--- config.mk ---
export PLATFORM = sky130hd
export DESIGN_NAME = fpd_ctrl
export DESIGN_NICKNAME = d
export VERILOG_FILES = /design/src/hdl/fpd_pkg.sv /design/src/hdl/fpd_ctrl.sv
export SDC_FILE = /design/constraint.sdc
export NUM_CORES = 1
export LEC_CHECK = 0
export BUFFER_PORTS_ARGS = -buffer_cell sky130_fd_sc_hd__buf_4
export CAP_MARGIN = 20
export CORE_MARGIN = 2
export CORE_UTILIZATION = 62
export DETAILED_ROUTE_END_ITERATION = 6
export GPL_ROUTABILITY_DRIVEN = 0
export PLACE_DENSITY = 0.86
export SYNTH_ARGS = -nofsm -noshare
export SYNTH_HDL_FRONTEND = slang
export SYNTH_SLANG_ARGS = --single-unit
--- constraint.sdc ---
create_clock -name i_clk -period 5.6 [get_ports i_clk]
set_input_delay 0.28 -clock i_clk [delete_from_list [all_inputs] [get_ports i_clk]]
set_output_delay 0.28 -clock i_clk [all_outputs]
set_load 0.03 [all_outputs]
--- src/hdl/fpd_pkg.sv ---
`default_nettype none
package fpd_pkg;

    localparam int MAX_TAPS     = 129;
    localparam int CORDIC_STEPS = 16;

    localparam int ADDR_W = $clog2(MAX_TAPS);
    localparam int CNT_W0 = $clog2(MAX_TAPS + 2);
    localparam int CNT_W  = (CNT_W0 > 5) ? CNT_W0 : 5;
    localparam int ACC_W  = 34 + $clog2(MAX_TAPS);
    localparam int CW     = 36;

    typedef enum logic [1:0] {
        ACT_SAMPLE  = 2'd0,
        ACT_LOAD_IQ = 2'd1,
        ACT_LOAD_PH = 2'd2,
        ACT_NONE    = 2'd3
    } t_action;

    localparam logic [0:0] REG_IQ_TAPS = 1'b0;
    localparam logic [0:0] REG_PH_TAPS = 1'b1;

    typedef enum logic [3:0] {
        ST_IDLE,
        ST_MAC_IQ,
        ST_FIN_IQ,
        ST_CPLX_MUL,
        ST_CPLX_ADD,
        ST_CORD_INIT,
        ST_CORD_RUN,
        ST_RAW_FIN,
        ST_MAC_PH,
        ST_OUT
    } t_state;

    typedef struct packed {
        logic             coef_wr_iq;
        logic             coef_wr_ph;
        logic             push;
        logic             acc_clr;
        logic             mac_issue;
        logic             mac_sel;
        logic [CNT_W-1:0] k;
        logic             iq_fin;
        logic             cplx_mul;
        logic             cplx_add;
        logic             cord_init;
        logic             cord_step;
        logic             raw_fin;
        logic             out_load;
    } t_cmd;

    typedef struct packed {
        logic out_busy;
    } t_sts;

    function automatic logic [31:0] atan_lut(input logic [4:0] k);
        logic [31:0] r;
        unique case (k)
            5'd0:    r = 32'd536870912;
            5'd1:    r = 32'd316933406;
            5'd2:    r = 32'd167458907;
            5'd3:    r = 32'd85004756;
            5'd4:    r = 32'd42667331;
            5'd5:    r = 32'd21354465;
            5'd6:    r = 32'd10679838;
            5'd7:    r = 32'd5340245;
            5'd8:    r = 32'd2670163;
            5'd9:    r = 32'd1335087;
            5'd10:   r = 32'd667544;
            5'd11:   r = 32'd333772;
            5'd12:   r = 32'd166886;
            5'd13:   r = 32'd83443;
            5'd14:   r = 32'd41722;
            5'd15:   r = 32'd20861;
            5'd16:   r = 32'd10430;
            5'd17:   r = 32'd5215;
            5'd18:   r = 32'd2608;
            5'd19:   r = 32'd1304;
            5'd20:   r = 32'd652;
            5'd21:   r = 32'd326;
            5'd22:   r = 32'd163;
            5'd23:   r = 32'd81;
            default: r = 32'd0;
        endcase
        return r;
    endfunction

    // (acc + 2^16) >>> 17, clamped to 16 bits
    function automatic logic signed [15:0] round_sat(input logic signed [ACC_W-1:0] acc);
        logic signed [ACC_W-1:0] t;
        logic signed [ACC_W-1:0] s;
        logic signed [15:0]      r;
        t = acc + ACC_W'(65536);
        s = t >>> 17;
        if (s > ACC_W'(32767)) begin
            r = 16'sh7FFF;
        end else if (s < -ACC_W'(32768)) begin
            r = -16'sh8000;
        end else begin
            r = s[15:0];
        end
        return r;
    endfunction

    function automatic logic [CNT_W-1:0] clamp_taps(input logic [7:0] t);
        logic [CNT_W-1:0] r;
        if (t == 8'd0) begin
            r = CNT_W'(1);
        end else if (int'(t) > MAX_TAPS) begin
            r = CNT_W'(MAX_TAPS);
        end else begin
            r = CNT_W'(t);
        end
        return r;
    endfunction

endpackage
`default_nettype wire

--- src/hdl/fpd_ctrl.sv ---
`default_nettype none
module fpd_ctrl (
    input  wire                  i_clk,
    input  wire                  i_rst_n,
    input  wire                  i_valid,
    output logic                 o_ready,
    input  wire  [1:0]           i_action,
    input  wire                  i_cfg_we,
    input  wire  [0:0]           i_cfg_idx,
    input  wire  [7:0]           i_cfg_data,
    output fpd_pkg::t_cmd        o_cmd,
    input  fpd_pkg::t_sts        i_sts
);

    fpd_pkg::t_state             r_state, n_state;
    logic [fpd_pkg::CNT_W-1:0]   r_cnt, n_cnt;
    logic [7:0]                  r_iq_taps;
    logic [7:0]                  r_ph_taps;
    logic [fpd_pkg::CNT_W-1:0]   iq_taps;
    logic [fpd_pkg::CNT_W-1:0]   ph_taps;
    logic                        accept;

    assign iq_taps = fpd_pkg::clamp_taps(r_iq_taps);
    assign ph_taps = fpd_pkg::clamp_taps(r_ph_taps);

    always_ff @(posedge i_clk) begin
        if (!i_rst_n) begin
            r_iq_taps <= 8'd65;
            r_ph_taps <= 8'd129;
        end else if (i_cfg_we) begin
            unique case (i_cfg_idx)
                fpd_pkg::REG_IQ_TAPS: r_iq_taps <= i_cfg_data;
                fpd_pkg::REG_PH_TAPS: r_ph_taps <= i_cfg_data;
                default:              ;
            endcase
        end
    end

    always_ff @(posedge i_clk) begin
        if (!i_rst_n) begin
            r_state <= fpd_pkg::ST_IDLE;
            r_cnt   <= '0;
        end else begin
            r_state <= n_state;
            r_cnt   <= n_cnt;
        end
    end

    always_comb begin
        o_cmd   = '0;
        o_cmd.k = r_cnt;
        n_state = r_state;
        n_cnt   = r_cnt;
        o_ready = (r_state == fpd_pkg::ST_IDLE);
        accept  = i_valid && o_ready;
        unique case (r_state)
            fpd_pkg::ST_IDLE: begin
                if (accept) begin
                    unique case (fpd_pkg::t_action'(i_action))
                        fpd_pkg::ACT_SAMPLE: begin
                            o_cmd.push    = 1'b1;
                            o_cmd.acc_clr = 1'b1;
                            n_cnt         = '0;
                            n_state       = fpd_pkg::ST_MAC_IQ;
                        end
                        fpd_pkg::ACT_LOAD_IQ: o_cmd.coef_wr_iq = 1'b1;
                        fpd_pkg::ACT_LOAD_PH: o_cmd.coef_wr_ph = 1'b1;
                        fpd_pkg::ACT_NONE:    ;
                        default:              ;
                    endcase
                end
            end
            fpd_pkg::ST_MAC_IQ: begin
                // the counts past the last tap drain the read and multiply stages
                o_cmd.mac_issue = (r_cnt < iq_taps);
                if (r_cnt == iq_taps + fpd_pkg::CNT_W'(1)) begin
                    n_state = fpd_pkg::ST_FIN_IQ;
                end else begin
                    n_cnt = r_cnt + fpd_pkg::CNT_W'(1);
                end
            end
            fpd_pkg::ST_FIN_IQ: begin
                o_cmd.iq_fin = 1'b1;
                n_state      = fpd_pkg::ST_CPLX_MUL;
            end
            fpd_pkg::ST_CPLX_MUL: begin
                o_cmd.cplx_mul = 1'b1;
                n_state        = fpd_pkg::ST_CPLX_ADD;
            end
            fpd_pkg::ST_CPLX_ADD: begin
                o_cmd.cplx_add = 1'b1;
                n_state        = fpd_pkg::ST_CORD_INIT;
            end
            fpd_pkg::ST_CORD_INIT: begin
                o_cmd.cord_init = 1'b1;
                n_cnt           = '0;
                n_state         = fpd_pkg::ST_CORD_RUN;
            end
            fpd_pkg::ST_CORD_RUN: begin
                o_cmd.cord_step = 1'b1;
                if (r_cnt == fpd_pkg::CNT_W'(fpd_pkg::CORDIC_STEPS - 1)) begin
                    n_state = fpd_pkg::ST_RAW_FIN;
                end else begin
                    n_cnt = r_cnt + fpd_pkg::CNT_W'(1);
                end
            end
            fpd_pkg::ST_RAW_FIN: begin
                o_cmd.raw_fin = 1'b1;
                o_cmd.acc_clr = 1'b1;
                n_cnt         = '0;
                n_state       = fpd_pkg::ST_MAC_PH;
            end
            fpd_pkg::ST_MAC_PH: begin
                o_cmd.mac_issue = (r_cnt < ph_taps);
                o_cmd.mac_sel   = 1'b1;
                if (r_cnt == ph_taps + fpd_pkg::CNT_W'(1)) begin
                    n_state = fpd_pkg::ST_OUT;
                end else begin
                    n_cnt = r_cnt + fpd_pkg::CNT_W'(1);
                end
            end
            fpd_pkg::ST_OUT: begin
                if (!i_sts.out_busy) begin
                    o_cmd.out_load = 1'b1;
                    n_state        = fpd_pkg::ST_IDLE;
                end
            end
            default: n_state = fpd_pkg::ST_IDLE;
        endcase
    end

endmodule
`default_nettype wire

Yosys cells after proc, flatten, opt, wreduce, memory -nomap -nowiden
Cells that the tools add are included.

Input port bits: 16. Output and inout bits: 22. Register bits: 28. Logic and storage cells: 79.

Add/subtract/negate cells: 3. Reduce and logical (&&, ||, !) cells: 11. Order comparisons: 4. Eq/ne operators: 23. Bitwise gates (word level): 1. Multiplexer cells: 33.

Operators by type and width (number): $mux W8 (9); $pmux W4 S10 (1); $pmux W8 S5 (1); $mux W4 (7); $add A8 B1 Y8 const B (3); $eq A4 B3 Y1 const B (4); $eq A8 B8 Y1 (2); $gt A8 B8 Y1 const B (2); $logic_not A8 Y1 (2); $lt A8 B8 Y1 (2); $ne A2 B2 Y1 const B (7); $reduce_and A6 Y1 (2); $mux W1 (11); $eq A4 B2 Y1 const B (2); $eq A4 B4 Y1 const B (2); $eq A8 B4 Y1 const B (1); $reduce_bool A5 Y1 (1); $eq A4 B1 Y1 const B (1); $logic_not A4 Y1 (1); $ne A2 B1 Y1 const B (2); $pmux W1 S2 (2); $reduce_and A2 Y1 (2); $mux W3 (1); $eq A2 B1 Y1 const B (1); 6 further kinds (6).

Logic depth before layout (Yosys ltp)
Gate-level depths: netlist of run 1.

Depth after elaboration: 7. Depth in mapped cells: 14. Gate-level depth less buffers: 13.

Least setup slack after synthesis of run 1
Ideal clock, no wire load.

Path type: flip-flop to flip-flop. Start: register r_ph_taps[3]. End: register r_cnt[4] (netlist bit). Path slack: 2542 ps. Required time: 5527 ps. Period minus slack after synthesis: 3058 ps. Arrival: 2985 ps. Library setup time: 73 ps. Buffers on the path: 1. Stages on the path, launching flop included: 14. Cell sequence: dfxtp_1 > or4_1 > nor3_1 > xnor2_1 > nand2b_1 > ha_1 > nand4_1 > or3_1 > a221oi_2 > o211ai_2 > o41ai_4 > buf_6 > a21oi_2 > o22ai_2.

Word-level cells in the longest chain between the ends: 7. Elaborated cells on any way between the ends: 8. Those cells by class: 1 x add/sub; 1 x order compare; 2 x eq/ne; 2 x mux; 2 x reduce/logical.

Ends and longest elaborated chain: start, declared (RTL line fpd_ctrl.sv:18) `logic [7:0] r_ph_taps;`; start signal, assigned (RTL line fpd_ctrl.sv:33) `fpd_pkg::REG_PH_TAPS: r_ph_taps <= i_cfg_data;`; $gt A8 B8 Y1 (RTL line fpd_pkg.sv:110) `end else if (int'(t) > MAX_TAPS) begin`; $mux W8 (RTL line fpd_pkg.sv:110); $mux W8 * (RTL line fpd_pkg.sv:108) `if (t == 8'd0) begin`; $add A8 B1 Y8 * (RTL line fpd_ctrl.sv:116) `if (r_cnt == ph_taps + fpd_pkg::CNT_W'(1)) begin`; $eq A8 B8 Y1 * (RTL line fpd_ctrl.sv:116); $ne A2 B2 Y1 (no source line) *; $reduce_and A6 Y1 (no source line) *; end signal, assigned (RTL line fpd_ctrl.sv:45) `r_cnt <= n_cnt;`; end, declared (RTL line fpd_ctrl.sv:16) `logic [fpd_pkg::CNT_W-1:0] r_cnt, n_cnt;`.

Mark *: on every way between the ends. The rest lies on a longest branch, timed or not. A chain may end at the register's enable or synchronous reset.

Final worst setup path of run 1
Start: register r_ph_taps[3]. End: register r_cnt[1] (netlist bit).

Same word-level chain as after synthesis.

==> summary.md, run 1 <==
| Metric | Value |
|---|---|
| RSZ-0062 raised after global routing | `false` |
| Post-synth top flop | `dfxtp_1` |
| Antenna viol nets, final | `0` |
| Die ar. | `0.00435 mm^2` |
| Async SR Flop Fraction | `0%` |
| Setup TNS | `0 ps` |
| Remaining DRCs | `0` |
| Area grow syn2layout | `12.6%` |
| Wire per inst | `14.1 um` |
| Die W | `65.9 um` |
| Cell area after synthesis | `0.00238 mm^2` |
| Clk_lat worst skew | `280 ps` |
| Detailed Route WL | `5370 um` |
| Worst Setup Start Kind | `flop` |
| Share of power burned in registers | `39.6%` |
| Average cell area after synthesis | `7.65 um^2` |
| Clock Path Buffers | `2` |
| Post-cts sizing count | `0` |
| Post-route clock period utilization | `63.9%` |
| Seq cells post-synth | `28` |
| Num rows | `22` |
| Synth top area share | `23.6%` |
| Fill cells | `324` |
| Fin crit period | `3580 ps` |
| Max Slew Vio Count | `0` |
| Nets | `370` |
| Static leakage | `1.12 nW` |
| Total GRT Usage | `26.4%` |
| Vias post-DR | `2293` |
| Crit end category | `flop` |
| CP max FO | `16` |
| Starting Density | `64.5%` |
| Largest area contributor in the synthesized netlist | `dfxtp_1` |
| Fin. Hold Viols | `0` |
| CTS Root Cell | `clkbuf_8` |
| Slowest CP cell | `o41ai_4` |
| Initial antenna violation count | `0` |
| CTS Sinks | `28` |
| Util after Layout | `72.6%` |
| Max cap viols | `0` |
| # IOs | `38` |
| Hold buffers post-CTS | `0` |
| Clock power share | `18.0%` |
| ANT cells | `0` |
| Setup bufs post-CTS | `0` |
| Status | `finished, final reports clean` |
| Fin Clk Skew | `3.06 ps` |
| Core region area | `0.00369 mm^2` |
| Number of flops mapped to enable cells by yosys | `0` |
| Max Clock Freq | `279 MHz` |
| Synth area leaders | `dfxtp_1 (24%), ha_1 (10%), nand2_1 (8.0%)` |
| Detail Placement HPWL | `4090 um` |
| CP max stage delay | `690 ps` |
| Layout cells sized above 1 | `15.9%` |
| Reg clk slew, reported paths | `90 ps` |
| Critical path type | `reg -> reg` |
| Cell family with the largest share of critical-path delay | `simple AND/OR/NAND/NOR gates` |
| Hold Crit Class | `in -> reg` |
| P_int | `368 uW` |
| Comb power frac | `42.4%` |
| Synth Warn # | `0` |
| Seq/Total Area, Yosys | `23.6%` |
| Yosys cell types | `52` |
| Largest net degree at the start of global routing | `38` |
| P per Cell Area | `233 mW/mm^2` |
| Most common cell after layout, fill and taps aside | `nand2_1` |
| Die height | `65.9 um` |
| Required time worst endpoint | `5780 ps` |
| Syn Inst Count | `311` |
| Relative slew slack | `44.7%` |
| Commonest cells after routing, fill and taps aside | `nand2_1 (51), buf_4 (37), dfxtp_1 (28), nor2_1 (21), ha_1 (19)` |
| Vias per inst | `6.02` |
| Final setup fails | `0` |
| Total CTS buffers | `3` |
| WP buf/inv | `0` |
| Detailed Route Iter0 Violations | `133` |
| Sw Ratio | `41.0%` |
| 1st-pass router iterations | `4` |
| Worst EP arrival | `3760 ps` |
| Htree depth | `1` |
| Pin slew with the least headroom to its limit | `827 ps` |
| Number of global-route vias before repair | `2027` |
| Syn Nets | `346` |
| Max VDD drop | `0.134 mV` |
| Port-buffer cells | `37` |
| Global-route wire length before repair | `9070 um` |
| Total congestion overflow | `0` |
| CTS tree | `yes` |
| CP Cell Sequence | `or4_1 -> nor3_1 -> xnor2_1 -> nand2b_1 -> ha_1 -> nand4_1 -> or3_1 -> a221oi_2 -> o211ai_2 -> o41ai_4 -> nor2_1 -> a31o_2` |
| Switching power total | `256 uW` |
power groups by stage:
stage	combinational (mW)	clock [mW]	sequential [mW]
after floorplan	0.226	0	0.228
after global placement	0.259	0	0.249
after detailed placement	0.264	0	0.251
after CTS	0.265	0.112	0.246
after global routing	0.290	0.119	0.250
final	0.265	0.112	0.247
per-layer routing:
metal / part of all wire (%) / global-route usage [%] / vias to the layer above
met4: 0.74 / 5.10 / 0
met3: 4.5 / 2.73 / 7
met5: 0 / 0 / -
met1: 45 / 32.7 / 1070
li1: - / - / 1158
met2: 50 / 49.1 / 58
path summary, 6_finish.rpt:
path / start / end / slack, ps / cells after the start
worst max-delay path: r_ph_taps[3]$_SDFFE_PN0P_ / r_cnt[1]$_SDFFE_PN0P_ / 2020 / 12
worst min-delay path: i_cfg_data[0] / r_ph_taps[0]$_SDFFE_PN1P_ / 230 / 3
worst min register to register: r_ph_taps[0]$_SDFFE_PN1P_ / r_ph_taps[0]$_SDFFE_PN1P_ / 490 / 2
worst max register to register: r_ph_taps[3]$_SDFFE_PN0P_ / r_cnt[1]$_SDFFE_PN0P_ / 2020 / 12
layout make-up:
cell class	count	area [um^2]	share of cell area (%)
Multi-Input combinational cell	258	1710	63.8
Inverter	7	28.8	1.07
Tap cell	48	60.1	2.24
Sequential cell	28	561	20.9
Timing Repair Buffer	37	278	10.4
Clock buffer	3	41.3	1.54
cell families (layout without fill, tap and decap cells):
kind of cell / after synthesis / after routing / share of synthesized area [%]
XOR/XNOR: 19 / 19 / 7.00
flip-flops: 28 / 28 / 23.6
buffers and inverters: 25 / 47 / 4.52
AO/OA/AOI/OAI: 67 / 67 / 21.9
AND/OR/NAND/NOR: 150 / 150 / 31.8
adder cells (fa/ha/maj): 19 / 19 / 9.99
multiplexers: 3 / 3 / 1.26
worst reg2reg max path, delay by kind of cell, from the launching register on:
| family | cells | cell delay, ps |
|---|---|---|
| xor gates and xnor gates | 1 | 90 |
| DFF | 1 | 370 |
| AOI/OAI and AO/OA | 4 | 1350 |
| adders and majority gates | 1 | 190 |
| and+or+nand+nor | 6 | 1480 |
Yosys cell counts, types with 2 or more instances:
master     n
or2_2      4
and2_1     3
nor2_1    21
or3_1      2
nor4_1     2
xnor2_1   10
a21boi_0  12
buf_2      3
nor3_1    15
a31oi_1    3
o22ai_2    2
or4_1      2
o21ai_0    9
xor2_1     9
ha_1      19
nand4_1    3
nand3_1   12
nand4b_1   5
mux2i_1    3
a31o_2     2
nor2b_1    5
clkbuf_1  14
and3_1     5
dfxtp_1   28
o211ai_1   9
nand2b_1  12
nor3b_1    5
o21a_1     8
a21oi_1    6
nand2_1   51
inv_1      6
sequential cells by signal, indices dropped and copies added (netlist names):
name / cells
r_cnt: 8
r_iq_taps: 8
r_state: 4
r_ph_taps: 8
metrics by stage:
stage          instance area (um^2)  hold slack [ps]  setup slack (ps)  cells  power (mW)
2_1_floorplan                  2380              404              2540    311       0.454
3_3_place_gp                   2640              476              2160    378       0.508
3_5_place_dp                   2640              485              2050    378       0.514
4_1_cts                        2680              225              2030    381       0.623
5_1_grt                        2680              237              1730    381       0.659
6_report                       2680              226              2020    381       0.624
Power figures use the tool's default switching activity.
==> inputs of run 2 (changes only) <==
--- a/config.mk
+++ b/config.mk
@@ -5,13 +5,14 @@
 export SDC_FILE = /design/constraint.sdc
 export NUM_CORES = 1
 export LEC_CHECK = 0
+export ABC_AREA = 1
 export BUFFER_PORTS_ARGS = -buffer_cell sky130_fd_sc_hd__buf_4
 export CAP_MARGIN = 20
 export CORE_MARGIN = 2
-export CORE_UTILIZATION = 62
+export CORE_UTILIZATION = 58
 export DETAILED_ROUTE_END_ITERATION = 6
 export GPL_ROUTABILITY_DRIVEN = 0
-export PLACE_DENSITY = 0.86
+export PLACE_DENSITY = 0.81
 export SYNTH_ARGS = -nofsm -noshare
 export SYNTH_HDL_FRONTEND = slang
 export SYNTH_SLANG_ARGS = --single-unit
==> constraint.sdc (replaced) <==
create_clock -name i_clk -period 3.33 [get_ports i_clk]
set_input_delay 0.1665 -clock i_clk [delete_from_list [all_inputs] [get_ports i_clk]]
set_output_delay 0.1665 -clock i_clk [all_outputs]
set_load 0.03 [all_outputs]
==> run 2 against run 1 <==
- synthesized area grew 6.2%
- setup slack lost 1300 ps
- power increased to 3.0 times the previous value
- sequential cell count is the same
- global-route usage grew 0.86 points
- critical path depth up 9
- via count is 14% higher
- synthesized cell count rose by 27%
- cell count increased by 27%
- combinational power increased to 4.0 times the previous value
- maximum frequency is 39% higher
- non-clock buffer count unchanged
==> summary.md, run 2 <==
| Metric | Value |
|---|---|
| Core region area | `0.00409 mm^2` |
| Relative slew slack | `67.2%` |
| Setup TNS | `0 ps` |
| Max cap viols | `0` |
| P per Cell Area | `640 mW/mm^2` |
| Wire per inst | `13.4 um` |
| Num rows | `23` |
| Die ar. | `0.00490 mm^2` |
| CP max FO | `10` |
| Average cell area after synthesis | `6.38 um^2` |
| Global-route wire length before repair | `11000 um` |
| Port-buffer cells | `37` |
| Pin slew with the least headroom to its limit | `490 ps` |
| Fin crit period | `2570 ps` |
| Worst EP arrival | `2760 ps` |
| Syn Nets | `431` |
| Post-cts sizing count | `0` |
| Most common cell after layout, fill and taps aside | `nand2_1` |
| Seq cells post-synth | `28` |
| Final setup fails | `0` |
| Max VDD drop | `0.397 mV` |
| Clock Path Buffers | `2` |
| Commonest cells in the netlist | `nand2_1 (84), nor2_1 (69), inv_1 (48)` |
| Max Clock Freq | `389 MHz` |
| Count leader, synth | `nand2_1` |
| Largest net degree at the start of global routing | `29` |
| ANT cells | `0` |
| 1st-pass router iterations | `5` |
| Setup bufs post-CTS | `0` |
| Area grow syn2layout | `15.4%` |
| Antenna viol nets, final | `0` |
| Worst hold slack | `117 ps` |
| Cell area after synthesis | `0.00253 mm^2` |
| Reg clk slew, reported paths | `110 ps` |
| Static leakage | `1.50 nW` |
| Nets | `468` |
| Required time worst endpoint | `3520 ps` |
| Cell Count, Final, Fillers Out | `482` |
| Critical path type | `reg -> reg` |
| Async SR Flop Fraction | `0%` |
| Detailed Route WL | `6460 um` |
| Status | `finished, final reports clean` |
| # IOs | `38` |
| Fin. Hold Viols | `0` |
| Initial antenna violation count | `0` |
| Commonest cells after routing, fill and taps aside | `nand2_1 (84), nor2_1 (69), inv_1 (48), buf_4 (37), nand3_1 (34)` |
| Clk_lat worst skew | `280 ps` |
| Vias post-DR | `2621` |
| Total GRT Usage | `27.2%` |
| Die W | `70.0 um` |
| Number of flops mapped to enable cells by yosys | `0` |
| Vias per inst | `5.44` |
| Synth top area share | `22.2%` |
| CTS tree | `yes` |
| Synth area leaders | `dfxtp_1 (22%), nand2_1 (12%), nor2_1 (10%)` |
| Synth Warn # | `0` |
| Remaining DRCs | `0` |
| RSZ-0062 raised after global routing | `false` |
| CTS Root Cell | `clkbuf_8` |
| Htree depth | `1` |
| Post-route clock period utilization | `77.1%` |
| Hold Crit Class | `in -> reg` |
| Largest area contributor in the synthesized netlist | `dfxtp_1` |
| Layout cells sized above 1 | `18.3%` |
| Total congestion overflow | `0` |
| Detailed Route Iter0 Violations | `145` |
| Yosys cell types | `37` |
| Number of global-route vias before repair | `2417` |
| Max Slew Vio Count | `0` |
| Top flop regs | `r_cnt: 8 flops, r_iq_taps: 8 flops, r_ph_taps: 8 flops` |
| Total CTS buffers | `3` |
| Die height | `70.0 um` |
| Pwr Total | `1.87 mW` |
| Syn Inst Count | `396` |
| Crit end category | `flop` |
| Starting Density | `61.8%` |
| Post-synth top flop | `dfxtp_1` |
| Util after Layout | `71.3%` |
| Fin Clk Skew | `8.34 ps` |
| Worst Setup Start Kind | `flop` |
| Hold buffers post-CTS | `0` |
| Placed cell count | `478` |
| Detail Placement HPWL | `4950 um` |
| CTS Sinks | `28` |
| Seq/Total Area, Yosys | `22.2%` |
## run 2: worst max-delay path: stages (launching register included)
cell and delay (ps):
dfxtp_1 400, nor2_1 130, nand2_1 70, o21ai_2 190, inv_1 60, nand2_1 90
ha_1 220, nand3_4 100, nor2_2 170, nand3_1 100, nand2_1 90, nand2_1 50
nand2_1 50, nand2_1 60, nor2_2 130, nand3_4 120, nor2_4 130, nor2_4 60
nand2_4 100, nand2_1 70, nand2_1 60, nor2_1 40
## run 2: per-layer routing
metal | up-vias | track usage (%) | share of wire (%)
li1 | 1351 | - | -
met1 | 1180 | 35.7 | 46
met2 | 79 | 47.8 | 47
met3 | 11 | 2.89 | 5.6
met4 | 0 | 6.41 | 1.6
met5 | - | 0 | 0
## run 2: cell families after synthesis
family                     Yosys count  share of synthesized area [%]
buffers and inverters               61                           9.31
DFF                                 28                           22.2
adders and majority gates           19                           9.41
xor gates and xnor gates            12                           4.16
and+or+nand+nor                    224                           42.7
AOI/OAI and AO/OA                   52                           12.2
## run 2: stage by stage
| stage | setup WS, ps | cell area [um^2] |
|---|---|---|
| 2_1_floorplan | 1060 | 2530 |
| 3_3_place_gp | 930 | 2840 |
| 3_5_place_dp | 808 | 2840 |
| 4_1_cts | 791 | 2920 |
| 5_1_grt | 435 | 2920 |
| 6_report | 762 | 2920 |
## run 2: where the power goes
group	switching [mW]	internal, mW
Sequential	0.121	0.391
Clock	0.119	0.161
Combinational	0.681	0.393
Total	0.921	0.945
## run 2: cell type report
class                   count  area (um^2)
fillers                   376         1170
multi-input cells         307         1730
clock buffers               3         41.3
clock inverters             1         30.0
inverters                  56          213
well taps                  50         62.6
flip-flops and latches     28          561
repair buffers             37          278
## run 2: worst paths after layout
path | startpoint | endpoint | slack (ps) | cells after the start
max | r_iq_taps[2]$_SDFFE_PN0P_ | r_cnt[2]$_SDFFE_PN0P_ | 760 | 21
min | i_cfg_data[7] | r_ph_taps[7]$_SDFFE_PN1P_ | 120 | 3
max reg2reg | r_iq_taps[2]$_SDFFE_PN0P_ | r_cnt[2]$_SDFFE_PN0P_ | 760 | 21
min reg2reg | r_iq_taps[1]$_SDFFE_PN0P_ | r_iq_taps[1]$_SDFFE_PN0P_ | 550 | 2
==> inputs of run 3 (changes only) <==
--- a/config.mk
+++ b/config.mk
@@ -9,10 +9,10 @@
 export BUFFER_PORTS_ARGS = -buffer_cell sky130_fd_sc_hd__buf_4
 export CAP_MARGIN = 20
 export CORE_MARGIN = 2
-export CORE_UTILIZATION = 58
+export CORE_UTILIZATION = 52
 export DETAILED_ROUTE_END_ITERATION = 6
 export GPL_ROUTABILITY_DRIVEN = 0
-export PLACE_DENSITY = 0.81
+export PLACE_DENSITY = 0.77
 export SYNTH_ARGS = -nofsm -noshare
 export SYNTH_HDL_FRONTEND = slang
 export SYNTH_SLANG_ARGS = --single-unit
==> constraint.sdc (replaced) <==
create_clock -name i_clk -period 2.1 [get_ports i_clk]
set_input_delay 0.105 -clock i_clk [delete_from_list [all_inputs] [get_ports i_clk]]
set_output_delay 0.105 -clock i_clk [all_outputs]
set_load 0.03 [all_outputs]
==> run 3 against run 2 <==
- the flow now finishes with violations (setup timing)
- core utilization down 1.5 points
- non-clock buffer count is 33 higher
- clock skew decreased by 2.6 ps
- first-iteration DRC count rose by 46%
- critical path depth decreased by 7
- critical endpoint is now o_cmd[16]
- largest power group unchanged
==> summary.md, run 3 (synthesis results as in run 2) <==
| Metric | Value |
|---|---|
| Pwr Total | `3.16 mW` |
| Detail Placement HPWL | `5010 um` |
| P per Cell Area | `964 mW/mm^2` |
| Multi-input gate area | `0.00183 mm^2` |
| Worst R2R End | `r_cnt[7]$_SDFFE_PN0P_` |
| Max Slew Vio Count | `0` |
| Commonest cells after routing, fill and taps aside | `nand2_1 (81), buf_4 (69), nor2_1 (63), inv_1 (44), nand3_1 (31)` |
| Global-route wire length before repair | `10600 um` |
| Clk_lat worst skew | `280 ps` |
| Dpl cell area | `0.00309 mm^2` |
| Worst hold start | `i_cfg_data[7]` |
| Vias per inst | `5.23` |
| Total CTS buffers | `3` |
| Fin crit period | `2410 ps` |
| Detailed Route Iter0 Violations | `211` |
| Relative slew slack | `68.7%` |
| Top flop regs | `r_cnt: 8 flops, r_iq_taps: 8 flops, r_ph_taps: 8 flops` |
| Post-route clock period utilization | `115%` |
| Hold Crit Class | `in -> reg` |
| CTS Root Cell | `clkbuf_8` |
| Initial antenna violation count | `0` |
| Final Worst Setup Slack | `-309 ps` |
| 1st-pass router iterations | `4` |
| Port-buffer cells | `37` |
| FF-to-FF setup slack | `-210 ps` |
| Reg clk slew, reported paths | `100 ps` |
| Fill cells | `403` |
| Die ar. | `0.00543 mm^2` |
| Static leakage | `1.67 nW` |
| Design area | `0.00328 mm^2` |
| Status | `finished, violations left` |
| Reg2Reg Launch Point | `r_iq_taps[2]$_SDFFE_PN0P_` |
| Placed cell count | `513` |
| Detailed Route WL | `6560 um` |
| Min-Delay Endpoint | `r_ph_taps[7]$_SDFFE_PN1P_` |
| RSZ-0062 raised after global routing | `true` |
| Area grow syn2layout | `29.7%` |
| Clock Path Buffers | `2` |
| Hold path depth | `3` |
| Nets | `501` |
| Largest net degree at the start of global routing | `29` |
| Remaining DRCs | `0` |
| Most common cell after layout, fill and taps aside | `nand2_1` |
| CP max FO | `3` |
| Fin Clk Skew | `5.73 ps` |
| Die height | `73.7 um` |
| Max VDD drop | `0.506 mV` |
| Vias post-DR | `2713` |
| Total congestion overflow | `0` |
| Antenna viol nets, final | `0` |
| Die W | `73.7 um` |
| # IOs | `38` |
| Required time worst endpoint | `2000 ps` |
| Cell Count, Final, Fillers Out | `519` |
| Critical path type | `reg -> out` |
| Dpl ws | `-205 ps` |
| Final setup fails | `12` |
| Num rows | `25` |
| Reg2Reg Depth | `19` |
| CTS tree | `yes` |
| Core region area | `0.00469 mm^2` |
| ANT cells | `0` |
| Fin. Hold Viols | `0` |
| Htree depth | `1` |
| Total GRT Usage | `24.7%` |
| Crit end category | `output port` |
| Max Clock Freq | `415 MHz` |
| CTS Sinks | `28` |
| Starting Density | `53.8%` |
| Max cap viols | `0` |
| Pin slew with the least headroom to its limit | `467 ps` |
| Wire per inst | `12.6 um` |
| Layout cells sized above 1 | `30.1%` |
| Worst Setup Start Kind | `flop` |
| Failing checks | `setup timing` |
| Worst EP arrival | `2300 ps` |
| Number of global-route vias before repair | `2462` |
| FF+latch area | `569 um^2` |
| Setup TNS | `-2110 ps` |
-- run 3: changes by cell type in the layout (fill, tap and decap cells not counted), moves of 2 or more --
cell     change
ha_1         -3
dfxtp_1      -7
buf_4       +32
inv_1        -4
nand2_1      -3
nor2_1       -6
ha_4         +2
inv_2        +4
nor2_2       +3
nand3_1      -3
nand3_2      +3
nor2_4       +3
dfxtp_2      +7
nand2_2      +3
-- run 3: worst max-delay path by stage --
stage	to	from	slack, ps
6_report	o_cmd[16]	r_iq_taps[1]$_SDFFE_PN0P_	-310
5_1_grt	r_cnt[2]$_SDFFE_PN0P_	r_iq_taps[2]$_SDFFE_PN0P_	-420
4_1_cts	o_cmd[16]	r_iq_taps[2]$_SDFFE_PN0P_	-310
3_5_place_dp	r_cnt[6]$_SDFFE_PN0P_	r_iq_taps[2]$_SDFFE_PN0P_	-200
3_3_place_gp	r_cnt[1]$_SDFFE_PN0P_	r_iq_taps[2]$_SDFFE_PN0P_	-130
2_1_floorplan	r_cnt[3]$_SDFFE_PN0P_	r_iq_taps[5]$_SDFFE_PN0P_	-130
-- run 3: power by group --
group          switching (mW)  total [mW]  leakage [nW]  internal (mW)
Combinational            1.22        1.97          1.40          0.749
Clock                   0.176       0.431        0.0357          0.255
Sequential              0.133       0.755         0.233          0.622
Total                    1.53        3.16          1.67           1.63
-- run 3: worst max-delay path, stage by stage, from the launching register on --
cell      delay, ps
dfxtp_2         360
inv_2            40
buf_4           140
nor2_4          110
inv_1            60
ha_1            290
inv_2            60
nor2_2           30
o211ai_1        150
nand2_1          80
a21o_1          170
a21oi_2         130
o211ai_1        150
o31ai_2          90
buf_4           190
-- run 3: layout make-up --
type / instances / area share [%]
clock inverter: 1 / 0.917
timing repair buffer: 70 / 16.2
multi-input combinational: 307 / 55.7
inverter: 56 / 6.49
clock buffer: 3 / 1.26
sequential: 28 / 17.4
tap: 54 / 2.06
-- run 3: metrics by stage --
stage | hold slack (ps) | utilization [%]
CTS | 49.8 | 67.7
finish | 55.5 | 69.8
floorplan | 235 | -
global placement | 337 | 65.9
detailed placement | 344 | 65.9
global route | 43.0 | 69.8
-- run 3: layer usage --
layer	vias to the layer above	share of wire (%)	track usage (%)
met4	0	1.8	6.87
met1	1203	43	30.8
met5	-	0	0
met2	83	50	43.8
li1	1416	-	-
met3	11	5.5	3.57
-- run 3: what timing repair did --
action                     in CTS  in global routing
setup endpoints to repair      12                 12
resized for setup               5                 27
pin swaps                       1                  8
cloned                          0                  0
buffers inserted                0                  2
hold buffers                    0                  0
